**config.mk**
```make
export PLATFORM = sky130hd
export DESIGN_NAME = wde_word_buf
export DESIGN_NICKNAME = d
export VERILOG_FILES = /design/src/hdl/word_dictionary_encoder_macros.svh /design/src/hdl/wde_word_buf.sv
export SDC_FILE = /design/constraint.sdc
export NUM_CORES = 1
export LEC_CHECK = 0
export ABC_AREA = 1
export BUFFER_PORTS_ARGS = -buffer_cell sky130_fd_sc_hd__buf_2
export CAP_MARGIN = 10
export CORE_MARGIN = 2
export CORE_UTILIZATION = 55
export CTS_BUF_LIST = sky130_fd_sc_hd__clkbuf_2 sky130_fd_sc_hd__clkbuf_4 sky130_fd_sc_hd__clkbuf_8
export CTS_CLUSTER_DIAMETER = 40
export CTS_CLUSTER_SIZE = 25
export DETAILED_ROUTE_END_ITERATION = 16
export GPL_ROUTABILITY_DRIVEN = 1
export PLACE_DENSITY = 0.84
export SLEW_MARGIN = 20
export SYNTH_ARGS = -nofsm -noshare
export SYNTH_HDL_FRONTEND = slang
export SYNTH_SLANG_ARGS = --single-unit
```
**constraint.sdc**
```tcl
create_clock -name clk -period 1.5 [get_ports clk]
set_input_delay 0.225 -clock clk [delete_from_list [all_inputs] [get_ports clk]]
set_output_delay 0.225 -clock clk [all_outputs]
set_load 0.005 [all_outputs]
```
**src/hdl/word_dictionary_encoder_macros.svh**
```systemverilog
// Assertion macros for the word dictionary encoder.
`ifndef WORD_DICTIONARY_ENCODER_MACROS_SVH
`define WORD_DICTIONARY_ENCODER_MACROS_SVH
// Implication checked on every clock edge outside reset.
`define WDE_ASSERT_IMP(label, ante, cons) \
  label: assert property (@(posedge clk) disable iff (!rst_n) (ante) |-> (cons)) \
    else $error("assertion failed");
// Next-cycle implication checked outside reset.
`define WDE_ASSERT_NXT(label, ante, cons) \
  label: assert property (@(posedge clk) disable iff (!rst_n) (ante) |=> (cons)) \
    else $error("assertion failed");
`endif

```
**src/hdl/wde_word_buf.sv**
```systemverilog
// Buffer of the word being collected, one synchronous RAM with a compare read port.
module wde_word_buf #(
  parameter int WORD_BYTES = 32,
  localparam int PW = $clog2(WORD_BYTES)
) (
  input  logic          clk,
  input  logic          wr_en,
  input  logic [PW-1:0] wr_addr,
  input  logic [7:0]    wr_data,
  input  logic [PW-1:0] rd_addr,
  output logic [7:0]    rd_data
);
  logic [7:0] mem [WORD_BYTES];

  always_ff @(posedge clk) begin
    if (wr_en) begin
      mem[wr_addr] <= wr_data;
    end
    rd_data <= mem[rd_addr];
  end
endmodule

```
[Word-level counts from Yosys, hierarchy flattened]
Memory sizes are Yosys's and may differ from the RTL's. A register that Yosys moved wholly into a read port is not among the register bits.
Index checks and enable logic that the tools add are counted.
Word-level totals
  memories: 1
  flip-flop bits (word level): 0
  logic and storage cells: 3
  output and inout bits: 8
  memory bits (writable): 256
  input bits: 20
Memories
  mem: words 32, bits a word 8, read ports 1, clocked after Yosys merged registers in 1, write ports 1, line wde_word_buf.sv:13  | logic [7:0] mem [WORD_BYTES];
Cells by class
  multiplexer cells: 2
Operator list (count)
  $mux W1: 2

[Depth between registers and ports, before layout]
Gate-level depths: netlist (run 1).
  depth after elaboration: 2
  depth in mapped cells: 11
  mapped depth without buffers: 9

[Worst setup path before layout (run 1)]
OpenSTA, ideal clock, no wires.
  path type: input to register
  from: input wr_addr[0]
  to: memory mem[0][0] (enable)
  setup time: 370 ps
  arrival time: 889 ps
  stages on the path: 3
  path slack: 241 ps
  required time: 1130 ps
  cells stage by stage: inv_1 -> nand3_1 -> nor2_1
RTL lines
  start, declared: line wde_word_buf.sv:8  | input logic [PW-1:0] wr_addr,
  end, declared: line wde_word_buf.sv:13
Straight into the memory's write port.

[Worst setup path after layout (run 1)]
  from: register rd_data[5] (read register of mem)
  to: output rd_data[5]
RTL lines
  start, declared: line wde_word_buf.sv:11  | output logic [7:0] rd_data
No word-level cell between the ends.

==> results_dict.tcl, run 1 <==
set metrics [dict create \
    drt_pass1_iterations 5 \
    routabilityCongestion 0.866 \
    finalCritPeriodShare_pct 88.0 \
    avgSynthCellArea_um2 11.7 \
    crit_chain "buf_2" \
    fill_cells 1383 \
    cts_resized 0 \
    required_ps 1270 \
    antenna_found_initial 0 \
    cp.arrival_ps 1100 \
    vias 7171 \
    nNetsFinal 1010 \
    start_kind "flop" \
    slowest_delay_ps 380 \
    grt_use_total_pct 23.8 \
    grt-ovfl-total 0 \
    dp_hpwl_mm 14.9 \
    cts_hold_buf 1 \
    die_w_um 144 \
    rows 51 \
    clk_pin_slew_ps 80 \
    final_cell_mix "nand2_1 (360), edfxtp_1 (256), nand3_1 (204), buf_4 (52), nor2_1 (32)" \
    cp.depth 1 \
    grt_max_degree 45 \
    setup_viol 0 \
    cts-root-buf "clkbuf_8" \
    start_util_pct 55.8 \
    crit_fanout 1 \
    ff2ff_path_depth 8 \
    synthCells 922 \
    wl_per_cell_um 18.8 \
    worstSetupPathType "flop to primary output" \
    final_common_cell "nand2_1" \
    critical_path.endpoint_type "primary output" \
    diodes 0 \
    io_buffers 27 \
    drc 0 \
    routed.top_layer "met4" \
    endpoint "rd_data[5]" \
    drtIter0Drc 779 \
    cap_violations 0 \
    regArea_um2 7850 \
    cts_buffers 29 \
    syn_area_um2 10800 \
    clk_path_buf_depth 3 \
    finalClockSkew_ps 22.5 \
    hold_viol 0 \
    route.met3.wl_mm 2.09 \
    hold_path.class "input port to flop" \
    layout.cells.non_filler 1278 \
    ir_drop_uv 789 \
    io_pins 28 \
    fmax_ghz 0.758 \
    met2_length_mm 12.0 \
    viasPerCell 5.61 \
    yosysSeqAreaShare_pct 72.8 \
    die_area_um2 20700 \
    leakagePower_uw 0.00462 \
    ys.warnings.count 0 \
    grt_pass1_wl_mm 37.3 \
    reg2reg_to "rd_data[2]" \
    grt_pass1_vias 7110 \
    die_h_um 144 \
    p_total_uw 15100 \
    powerDensity_nw_per_um2 1240 \
    post_cts_buffers 0 \
    htreeDepth 1 \
    slew_headroom_pct 59.9 \
    area_delta_synth_final_pct 13.1 \
    tightest_slew_ps 600 \
    synth_nets 942 \
    drv_slew 0 \
    rsz0062_at_grt "false" \
    dp.cells 1223 \
    cp_top_family "flip-flops" \
    routed_wl_mm 24.0 \
    min_period_ps 1320 \
    multiInputGateArea_um2 2490 \
    clock_sinks 264 \
    wl_met1_mm 9.15 \
    regToRegSetupSlack_ps 290 \
    coreArea_um2 19300 \
    insertion_delay_ps 580 \
    cts_tree "done" \
    yosysUniqueCellTypes 12 \
    r2r-start "mem[13][2]" \
    status "finished clean" \
    slowest_stage "dfxtp_1" \
    ys_ff_latch 264 \
    antenna_left 0 \
    startpoint "rd_data[5]" \
    layout-drive-gt1-share_pct 14.1 \
    crit_buf_inv 1 \
]
-- cell families after synthesis --
| group | Yosys count | synth area share, % |
|---|---|---|
| and+or+nand+nor | 596 | 23.1 |
| DFF | 264 | 72.8 |
| buffers and inverters | 62 | 4.14 |
-- synthesized netlist by cell type --
| master | count | share of area, % |
|---|---|---|
| edfxtp_1 | 256 | 71 |
| inv_2 | 2 | 0.070 |
| buf_4 | 4 | 0.28 |
| inv_1 | 8 | 0.28 |
| dfxtp_1 | 8 | 1.5 |
| nand3_1 | 204 | 9.5 |
| buf_1 | 2 | 0.070 |
| clkbuf_1 | 7 | 0.24 |
| nand2_1 | 360 | 13 |
| buf_2 | 15 | 0.70 |
| nor2_1 | 32 | 1.1 |
| buf_6 | 24 | 2.5 |
-- routing by layer --
layer / up-vias / track usage [%]
li1: 3335 / -
met1: 3400 / 30.7
met2: 376 / 41.0
met3: 60 / 3.64
met4: 0 / 9.60
met5: - / 0
-- area by class of cell --
| class | instances | area share (%) |
|---|---|---|
| clock inverters | 24 | 2.85 |
| well taps | 265 | 2.72 |
| multi-input cells | 596 | 20.4 |
| clock buffers | 30 | 3.33 |
| inverters | 10 | 0.318 |
| flip-flops and latches | 264 | 64.3 |
| repair buffers | 89 | 5.99 |
-- worst min-delay path by stage --
stage / start / to / depth (start not counted)
6_report: wr_data[4] / mem[7][4] / 1
5_1_grt: wr_data[4] / mem[6][4] / 1
4_1_cts: wr_data[4] / mem[7][4] / 1
3_5_place_dp: rd_addr[4] / rd_data[1] / 3
3_3_place_gp: rd_addr[4] / rd_data[5] / 3
2_1_floorplan: wr_data[0] / mem[0][0] / 0
-- power breakdown --
group          leakage [µW]  switching, µW  internal [µW]  total, µW
Clock              0.000381           2720           3180       5910
Combinational       0.00187            699            310       1010
Sequential          0.00237           36.7           8180       8220
-- through the flow --
stage	cell area, µm²	hold WS, ps	setup slack [ps]	TNS (ps)	util, %
2_1_floorplan	10800	324	241	0	-
3_3_place_gp	11400	590	32.2	0	59.1
3_5_place_dp	11400	591	-20.0	-35.3	59.1
4_1_cts	12200	29.6	142	0	63.1
5_1_grt	12200	54.7	151	0	63.1
6_report	12200	54.7	180	0	63.1
-- state kept, by name (all words and copies together), names as in the netlist --
| register | flops |
|---|---|
| rd_data | 8 |
| mem | 256 |
No activity file was read; power rests on OpenSTA's default activity.
==> run 2: changes to the inputs <==
- clock period: 1.5 -> 1.4 ns (I/O delays scaled with it)
==> run 2 against run 1 <==
Sequential power up 7.2%. Via count up 2.0%. Sequential cell count unchanged. Critical path depth unchanged. Core utilization down 0.16 points. Clock power down 7.6%. Combinational power up 12%. Cell area down 0.25%. Non-clock buffer count up 2. Sequential share of layout area up 0.16 points. Worst setup slack worse by 100 ps.
==> results_dict.tcl, run 2 (synthesis results as in run 1) <==
set metrics [dict create \
    diodes 0 \
    dp_hpwl_mm 15.1 \
    leakagePower_uw 0.00459 \
    finalCritPeriodShare_pct 94.5 \
    largest_reg_flops 256 \
    fmax_ghz 0.756 \
    drv_slew 0 \
    cts-root-buf "clkbuf_8" \
    insertion_delay_ps 570 \
    setup_viol 0 \
    nNetsFinal 1008 \
    slowest_stage "dfxtp_1" \
    tightest_slew_ps 668 \
    cap_violations 0 \
    grt_pass1_vias 7035 \
    clock_sinks 264 \
    slowest_delay_ps 400 \
    final_cell_mix "nand2_1 (360), edfxtp_1 (256), nand3_1 (204), buf_4 (47), nor2_1 (32)" \
    clk_pin_slew_ps 110 \
    rows 51 \
    grt_pass1_wl_mm 38.0 \
    fill_cells 1344 \
    ir_drop_uv 1100 \
    top_regs "mem (256), rd_data (8)" \
    worstSetupPathType "flop to primary output" \
    min_period_ps 1320 \
    cts_buffers 25 \
    routabilityCongestion 0.904 \
    regMostFlops "mem" \
    die_h_um 144 \
    area_delta_synth_final_pct 12.8 \
    p_total_uw 15400 \
    clk_path_buf_depth 3 \
    critical_path.endpoint_type "primary output" \
    cts_tree "done" \
    start_util_pct 55.8 \
    required_ps 1190 \
    multiInputGateArea_um2 2490 \
    antenna_left 0 \
    wl_per_cell_um 19.1 \
    crit_chain "buf_2" \
    finalClockSkew_ps 43.4 \
    cts_resized 0 \
    start_kind "flop" \
    layout-drive-gt1-share_pct 13.3 \
    drc 0 \
    coreArea_um2 19300 \
    die_area_um2 20700 \
    drtIter0Drc 941 \
    crit_buf_inv 1 \
    cp.arrival_ps 1110 \
    vias 7318 \
    rsz0062_at_grt "false" \
    drt_pass1_iterations 6 \
    grt_use_total_pct 24.1 \
    htreeDepth 1 \
    io_pins 28 \
    routed_wl_mm 24.3 \
    cp_top_family "flip-flops" \
    crit_fanout 1 \
    final_common_cell "nand2_1" \
    hold_ws_ps 46.3 \
    grt-ovfl-total 0 \
    viasPerCell 5.76 \
    powerDensity_nw_per_um2 1270 \
    io_buffers 27 \
    hold_viol 0 \
    status "finished clean" \
    die_w_um 144 \
    regArea_um2 7850 \
    antenna_found_initial 0 \
    hold_path.class "input port to flop" \
    grt_max_degree 40 \
    slew_headroom_pct 55.5 \
]
-- run 2: cell types whose count changed in the layout (fill, tap and decap cells not counted), sizes merged --
cell,previous run,this run
clkbuf,30,26
inv,16,12
bufinv,7,5
buf,88,90
-- run 2: cell type report --
cell class	instances	area share (%)
Clock buffer	26	2.89
Clock inverter	18	2.22
Inverter	10	0.319
Multi-Input combinational cell	596	20.5
Sequential cell	264	64.5
Tap cell	265	2.73
Timing Repair Buffer	91	6.85
-- run 2: final timing paths --
kind	startpoint	end	slack, ps	cells past startpoint
setup / recovery	rd_data[4]	rd_data[4]	80	1
hold / removal	wr_data[3]	mem[6][3]	50	1
setup reg to reg	mem[29][0]	rd_data[0]	170	8
hold reg to reg	mem[18][2]	rd_data[2]	760	8
-- run 2: what timing repair did --
| item | CTS | global route |
|---|---|---|
| hold buffers | 1 | 0 |
| hold endpoints to repair | 6 | 0 |
| setup buffers | 0 | 0 |
-- run 2: per-layer routing --
layer,up-vias,part of all wire (%),global-route usage (%)
li1,3327,-,-
met1,3464,37,31.9
met2,452,51,41.1
met3,75,9.6,3.48
met4,0,3.1,9.13
met5,-,0,0
-- run 2: where the power goes --
part / internal [µW] / switching, µW / leakage, µW
clock: 2750 / 2710 / 0.000305
sequential: 8770 / 43.0 / 0.00237
combinational: 363 / 770 / 0.00191
total: 11900 / 3520 / 0.00459
-- run 2: per-stage QoR --
| step | instances | utilization, % | TNS [ps] | worst slack [ps] | instance area [µm²] |
|---|---|---|---|---|---|
| floorplan | 922 | - | 0 | 156 | 10800 |
| global placement | 1225 | 59.7 | -93.3 | -49.7 | 11500 |
| detailed placement | 1225 | 59.7 | -265 | -82.8 | 11500 |
| CTS | 1270 | 62.9 | 0 | 74.4 | 12200 |
| global route | 1270 | 62.9 | 0 | 50.2 | 12200 |
| finish | 1270 | 62.9 | 0 | 77.0 | 12200 |
==> run 3: changes to the inputs <==
- CORE_UTILIZATION: 55 -> 35
- PLACE_DENSITY: 0.84 -> 0.62
==> run 3 against run 2 <==
Sequential cell count is the same. Critical path type unchanged. Count of clock-buffer cells in the layout grew 12. Clock skew decreased by 15 ps. Final cell count is 12% higher. Via count decreased by 4.1%. Register-to-register slack better by 30 ps. Maximum frequency up 0.34%. Largest cell class unchanged. First-iteration DRC count is 42% lower.
==> results_dict.tcl, run 3 (synthesis results as in run 1) <==
set metrics [dict create \
    cts-root-buf "clkbuf_8" \
    min_period_ps 1320 \
    layout-drive-gt1-share_pct 15.3 \
    post-place-ws_ps -170 \
    grt_max_degree 49 \
    final_cell_mix "nand2_1 (360), edfxtp_1 (256), nand3_1 (204), buf_4 (50), clkbuf_8 (36)" \
    crit_buf_inv 1 \
    io_buffers 27 \
    drt_pass1_iterations 5 \
    finalClockSkew_ps 28.4 \
    hold_path.class "input port to flop" \
    htreeDepth 2 \
    status "finished clean" \
    startpoint "rd_data[1]" \
    drtIter0Drc 550 \
    die_h_um 180 \
    antenna_left 0 \
    slowest_delay_ps 420 \
    area_delta_synth_final_pct 16.6 \
    crit_chain "buf_2" \
    top_regs "mem (256), rd_data (8)" \
    cts_buffers 34 \
    antenna_found_initial 0 \
    grt_use_total_pct 16.0 \
    min_from "rd_addr[4]" \
    worstSetupPathType "flop to primary output" \
    slowest_stage "dfxtp_2" \
    dp_hpwl_mm 15.7 \
    start_util_pct 35.4 \
    drv_slew 0 \
    io_pins 28 \
    setup_viol 0 \
    ir_drop_uv 663 \
    cap_violations 0 \
    die_area_um2 32200 \
    routabilityCongestion 0.832 \
    fmax_ghz 0.758 \
    grt-ovfl-total 0 \
    rows 64 \
    p_total_uw 16400 \
    wl_per_cell_um 18.1 \
    powerDensity_nw_per_um2 1300 \
    required_ps 1190 \
    diodes 0 \
    tightest_slew_ps 397 \
    rsz0062_at_grt "false" \
    leakagePower_uw 0.00472 \
    grt_pass1_wl_mm 40.0 \
    cp.arrival_ps 1110 \
    routed_wl_mm 25.7 \
    viasPerCell 4.93 \
    hold_viol 0 \
    finalCritPeriodShare_pct 94.2 \
    cp_top_family "flip-flops" \
    r2r-start "mem[29][0]" \
    regMostFlops "mem" \
    grt_pass1_vias 6979 \
    clk_path_buf_depth 3 \
    insertion_delay_ps 530 \
    vias 7015 \
    setup_ws_ps 81.5 \
    coreArea_um2 30400 \
    clk_pin_slew_ps 80 \
    crit_fanout 1 \
    critical_path.endpoint_type "primary output" \
    die_w_um 180 \
    drc 0 \
    clock_sinks 264 \
    cts_tree "done" \
    nNetsFinal 1023 \
    largest_reg_flops 256 \
    post_cts_buffers 0 \
    slew_headroom_pct 73.5 \
    final_common_cell "nand2_1" \
    start_kind "flop" \
]
## run 3: changes by cell type in the layout (fill, tap and decap cells not counted), sizes merged
cell / before / now
buf: 90 / 97
inv: 12 / 14
dlygate4sd3: 1 / 0
clkinv: 9 / 11
clkbuf: 26 / 38
## run 3: worst min-delay path, stage by stage
cell	delay, ps
buf_2	210
nand2_1	110
nand2_1	40
## run 3: routing by layer
| layer | vias to the layer above | routed length, µm | part of all wire (%) | global-route usage (%) |
|---|---|---|---|---|
| li1 | 3362 | - | - | - |
| met1 | 3386 | 11000 | 43 | 21.1 |
| met2 | 234 | 12300 | 48 | 26.5 |
| met3 | 33 | 1990 | 7.7 | 3.81 |
| met4 | 0 | 397 | 1.5 | 4.49 |
| met5 | - | 0 | 0 | 0 |
## run 3: power by group
part,switching [µW],internal [µW],leakage (µW),total (µW)
clock network,2940,3460,0.000390,6400
registers,57.6,8770,0.00237,8830
logic,775,392,0.00196,1170
total,3770,12600,0.00472,16400
## run 3: metrics by stage
stage	TNS, ps	hold slack (ps)	util, %	area (µm²)	std cells
detailed placement	-855	611	38.8	11800	1363
global placement	-840	611	38.8	11800	1363
global route	0	30.8	41.3	12600	1423
finish	0	70.4	41.3	12600	1423
CTS	0	27.0	41.3	12600	1423
floorplan	0	309	-	10800	922
## run 3: area by class of cell
| class | instances | area (µm²) |
|---|---|---|
| fillers | 2859 | 17800 |
| flip-flops and latches | 264 | 7850 |
| multi-input cells | 596 | 2490 |
| repair buffers | 97 | 926 |
| clock buffers | 38 | 510 |
| well taps | 396 | 495 |
| clock inverters | 22 | 267 |
| inverters | 10 | 38.8 |
## run 3: worst paths after layout
path | slack [ps] | to | cells past startpoint
hold reg to reg | 770 | rd_data[3] | 8
setup / recovery | 80 | rd_data[1] | 1
setup reg to reg | 200 | rd_data[0] | 8
hold / removal | 70 | rd_data[7] | 3
## run 3: what timing repair did
item	4_1_cts	5_1_grt
endpoints found under the setup margin	3	1
pin swaps	0	0
resized for setup	3	1
hold buffers	0	0
